==> config.mk <==
export PLATFORM = sky130hd
export DESIGN_NAME = dmtt_ram
export DESIGN_NICKNAME = d
export VERILOG_FILES = /design/src/rtl/core/dmtt_ram.sv
export SDC_FILE = /design/constraint.sdc
export NUM_CORES = 1
export LEC_CHECK = 0
export BUFFER_PORTS_ARGS = -buffer_cell sky130_fd_sc_hd__buf_2
export CAP_MARGIN = 25
export CORE_MARGIN = 8
export CORE_UTILIZATION = 54
export CTS_BUF_LIST = sky130_fd_sc_hd__clkbuf_4 sky130_fd_sc_hd__clkbuf_8 sky130_fd_sc_hd__clkbuf_16
export CTS_CLUSTER_SIZE = 12
export DETAILED_ROUTE_END_ITERATION = 16
export HOLD_SLACK_MARGIN = 0.05
export PLACE_DENSITY = 0.75
export SETUP_SLACK_MARGIN = 0.5
export SLEW_MARGIN = 10
export SYNTH_ARGS = -nofsm -noshare
export SYNTH_HDL_FRONTEND = slang
export SYNTH_SLANG_ARGS = --single-unit
==> constraint.sdc <==
create_clock -name clk -period 1.8 [get_ports clk]
set_clock_uncertainty 0.05 [all_clocks]
set_input_delay 0.18 -clock clk [delete_from_list [all_inputs] [get_ports clk]]
set_output_delay 0.18 -clock clk [all_outputs]
set_load 0.02 [all_outputs]
==> src/rtl/core/dmtt_ram.sv <==
`default_nettype none
module dmtt_ram #(
  parameter int WIDTH = 8,
  parameter int DEPTH = 16
) (
  input  wire logic                     clk,
  input  wire logic                     we,
  input  wire logic [$clog2(DEPTH)-1:0] waddr,
  input  wire logic [WIDTH-1:0]         wdata,
  input  wire logic                     re,
  input  wire logic [$clog2(DEPTH)-1:0] raddr,
  output      logic [WIDTH-1:0]         rdata
);

  logic [WIDTH-1:0] mem [DEPTH];

  // one write port, one registered read port
  always_ff @(posedge clk) begin
    if (we) begin
      mem[waddr] <= wdata;
    end
    if (re) begin
      rdata <= mem[raddr];
    end
  end

endmodule
`default_nettype wire

## Word level (Yosys, flattened, before mapping)

Memory sizes are Yosys's and may differ from the RTL's. A register that Yosys moved wholly into a read port is not among the register bits.
Index checks and enable logic that the tools add are counted.

- Register bits after elaboration: 0
- RAM bits: 128
- Bits of input ports: 19
- Output and inout bits: 8
- Logic and storage cells: 3
- Memories: 1

- Muxes and demuxes: 2

Memories:

| name | depth | bits a word | rd ports | clocked after Yosys merged registers in | wr ports | line | RTL |
|---|---|---|---|---|---|---|---|
| mem | 16 | 8 | 1 | 1 | 1 | 15 | `logic [WIDTH-1:0] mem [DEPTH];` |

Operator list:

| cell | count |
|---|---|
| $mux W1 | 2 |

## Depth between registers and ports, before layout

- Word-level depth: 2
- Depth in mapped cells: 5

## Least setup slack after synthesis

OpenSTA, ideal clock, no wires.

- Path type: input to register
- Start point: input port waddr[2]
- End point: memory mem[0][0], enable pin
- Library setup time: 383 ps
- Arrival: 1290 ps
- Data required time: 1367 ps
- Setup slack: 77 ps
- Stages: 2
- Path through: or3b_2 > nor3_1

RTL lines:

| what | line | RTL |
|---|---|---|
| start: declaration | 8 | `input wire logic [$clog2(DEPTH)-1:0] waddr,` |
| end: declaration | 15 |  |

No word-level cell before the write port.

==> out/results.md <==
| Stage | Result | Reported |
|---|---|---|
| layout | Share of cells above drive strength 1 | 0.419 |
| die | Count of pins on the block boundary | 27 |
| synth | Gate count after technology mapping | 229 |
| global routing | M3 GR Usage | 0.0522 |
| global routing | Peak-usage layer in the global routing report | met2 |
| die | Initial standard-cell utilization of the core | 0.545 |
| layout | Layout-stage area growth over the synthesis result | 22.1% |
| synth | Synthesized area per cell | 22.8 µm² |
| run status | Run status | complete, no violations |
| worst setup path | Setup Crit Path Kind | reg2reg |
| routing | Post-detailed-route wirelength per cell | 23.5 µm |
| timing | Final-report max-slew violation count | 0 |
| routing | Number of vias after detailed routing | 2499 |
| global routing | Maximum number of pins on one net before global-route repair | 17 |
| timing | Total of endpoints with negative setup slack in the final report | 0 |
| worst setup path | Cells on worst reg2reg path | 3 |
| layout | Commonest non-fill, non-tap cell in the layout | sky130_fd_sc_hd__edfxtp_1 |
| global routing | First-pass GRT wire length | 15.8 mm |
| global routing | Number of global-route vias before repair | 2622 |
| global routing | GR Layer Usage met2 | 0.265 |
| layout | Final layout net count | 315 |
| layout | Final standard cell utilization of the core | 0.665 |
| min path | Class of the tightest hold or removal check | in2reg |
| routing | Detailed Route Iter0 Violations | 147 |
| timing | RSZ-0062 raised after global routing | true |
| placed design | Detailed-placement wirelength estimate | 6.29 mm |
| worst setup path | Data arrival time at the worst-slack endpoint | 1700 ps |
| timing | Final count of hold timing violations | 0 |
| routing | Count of TritonRoute iterations in the first routing pass | 4 |
| synth | #FFs+latches synth | 136 |
| timing | Highest achievable clock rate | 0.675 GHz |
| clocking | Number of sinks driven by the clock tree | 136 |
| die | Number of rows in the core area | 36 |
| clocking | # H-tree levels | 4 |
| worst setup path | Register-to-register setup slack | 320 ps |
| clocking | TritonCTS clock tree | yes |
| flow run | Number of max-cap violations | 0 |
| clocking | Clk Latency, worst-skew pair | 520 ps |
| worst setup path | CP Max Fanout | 1 |
| layout | Post-Layout Cell Count | 441 |
| synth | Library cells used by synthesis | 18 |
| pwr | Leakage | 2.12 nW |
| routing | WL final | 10.4 mm |
| worst setup path | Setup crit start | mem[6][1] |
| layout | Commonest cells after routing, fill and taps aside | sky130_fd_sc_hd__edfxtp_1 (136), sky130_fd_sc_hd__mux4_2 (32), sky130_fd_sc_hd__buf_2 (20) |
| synth | Number of warnings issued by yosys | 0 |
| die | Die width | 114 µm |
| pwr | Largest voltage drop on the vdd net | 0.853 mV |
| routing | DRC errors left | 0 |
| synth | Post-synthesis instance area | 5230 µm² |
| timing | Slew headroom | 0.683 |
| global routing | Overflow after GRT | 0 |
| placed design | # placed instances | 401 |
| global routing | GRT Overall Usage | 0.174 |
| synth | Mapped Nets | 248 |
| worst setup path | Nature of the critical path endpoint | register |
| worst setup path | Launching element type of the critical path | register |
| timing | Final critical-path share of the clock period | 0.823 |
| placed design | RePlAce Congestion | 0.730 |
| placed design | Number of port buffers | 26 |
| worst setup path | FF-to-FF End | rdata[1] |
| layout | FILL cells | 597 |
| global routing | Antenna violations before repair | 0 |
| die | Height of the chip | 114 µm |
| clocking | Total clock buffers created by CTS | 17 |
| routing | Post-detailed-route count of antenna-violating nets | 0 |
| clocking | Maximum buffer depth of the clock tree | 2 |
| worst setup path | Worst path required time | 2020 ps |
| clocking | Clock edge transition at the registers on the reported setup and hold paths | 60 ps |
| die | Core box area | 9590 µm² |
| worst setup path | Setup crit end | rdata[1] |
| timing | Worst-margin pin slew | 476 ps |
| die | Die area | 13100 µm² |
| synth | Sequential fraction of the synthesis area | 0.781 |
| clocking | CTS root buf | sky130_fd_sc_hd__clkbuf_8 |
| timing | Worst hold margin | 195 ps |
| routing | Via-per-instance ratio | 5.67 |
| layout | Diode insertion count for antenna repair | 0 |
| global routing | Routing usage on met1 | 0.222 |
| timing | Final Critical Period | 1480 ps |
| worst setup path | Startpoint of the lowest-slack register-to-register path | mem[6][1] |
| pwr | Total power per unit cell area | 1140 nW/µm² |
-- per-layer routing --
| layer | vias to the layer above | share of wire | routed length [µm] |
|---|---|---|---|
| li1 | 1099 | - | - |
| met1 | 1278 | 0.41 | 4230 |
| met2 | 111 | 0.50 | 5170 |
| met3 | 11 | 0.076 | 792 |
| met4 | 0 | 0.018 | 189 |
| met5 | - | 0 | 0 |
-- per-stage QoR --
stage | worst slack (ps) | instance area, µm² | power (mW) | TNS [ps]
5_1_grt | 281 | 6380 | 7.48 | 0
3_3_place_gp | -5.92 | 5650 | 4.02 | -6.04
4_1_cts | 312 | 6350 | 7.31 | 0
3_5_place_dp | 2.06 | 5650 | 4.03 | 0
2_1_floorplan | 370 | 5250 | 3.87 | 0
6_report | 318 | 6380 | 7.27 | 0
-- worst min path at each step --
stage,startpoint,endpoint,slack (ps),depth (start not counted)
after floorplan,wdata[0],mem[0][0],230,0
after global routing,waddr[1],mem[0][0],190,3
after CTS,waddr[1],mem[0][7],180,3
after detailed placement,re,rdata[1],500,1
final,waddr[1],mem[0][0],200,3
after global placement,re,rdata[1],500,1
-- timing repair --
item / CTS / global route
setup buffers: 0 / 0
gates resized for setup: 13 / 9
pin swaps: 3 / 1
hold buffers: 9 / 0
cloned: 0 / 0
setup endpoints to repair: 10 / 15
hold endpoints to repair: 136 / 0
-- flip-flops by register name, summed over array words and instances (netlist names) --
signal,flops
rdata,8
mem,128
-- cells by family (layout without fill, tap and decap cells) --
kind of cell / after synthesis / in the layout / synth area share
AO/OA/AOI/OAI: 16 / 16 / 0.0230
buffers and inverters: 10 / 89 / 0.0165
flip-flops: 136 / 136 / 0.781
multiplexers: 32 / 32 / 0.148
AND/OR/NAND/NOR: 35 / 35 / 0.0314
-- layout make-up --
class	instances	area [µm²]	share of cell area
clock buffer	17	414	0.0649
sequential	136	4080	0.640
tap	133	166	0.0261
multi-input combinational	83	1090	0.170
timing repair buffer	58	480	0.0753
clock inverter	14	153	0.0239
-- worst max-delay path, stage by stage (launching register included) --
cell                       delay (ps)
sky130_fd_sc_hd__edfxtp_1         390
sky130_fd_sc_hd__mux4_2           540
sky130_fd_sc_hd__a22oi_2          180
sky130_fd_sc_hd__nand2_1           70
-- where the power goes --
part / switching, mW / internal, mW / total (mW)
sequential: 0.0213 / 3.57 / 3.59
clock: 1.29 / 1.97 / 3.26
combinational: 0.228 / 0.189 / 0.417
-- cell usage after synthesis, drive strengths merged --
master	number	area [µm²]
mux4	32	773
edfxtp	136	4080
nand2b	2	12.5
buf	7	56.3
nand3	1	5.00
nor3	4	20.0
nand2	9	33.8
nand3b	2	15.0
clkdlybuf4s25	3	30.0
or3b	1	8.76
nor2b	1	6.26
and2b	1	7.51
a22oi	16	120
nor2	13	48.8
and2	1	6.26
Note: power is estimated with default switching activity, not from simulation.
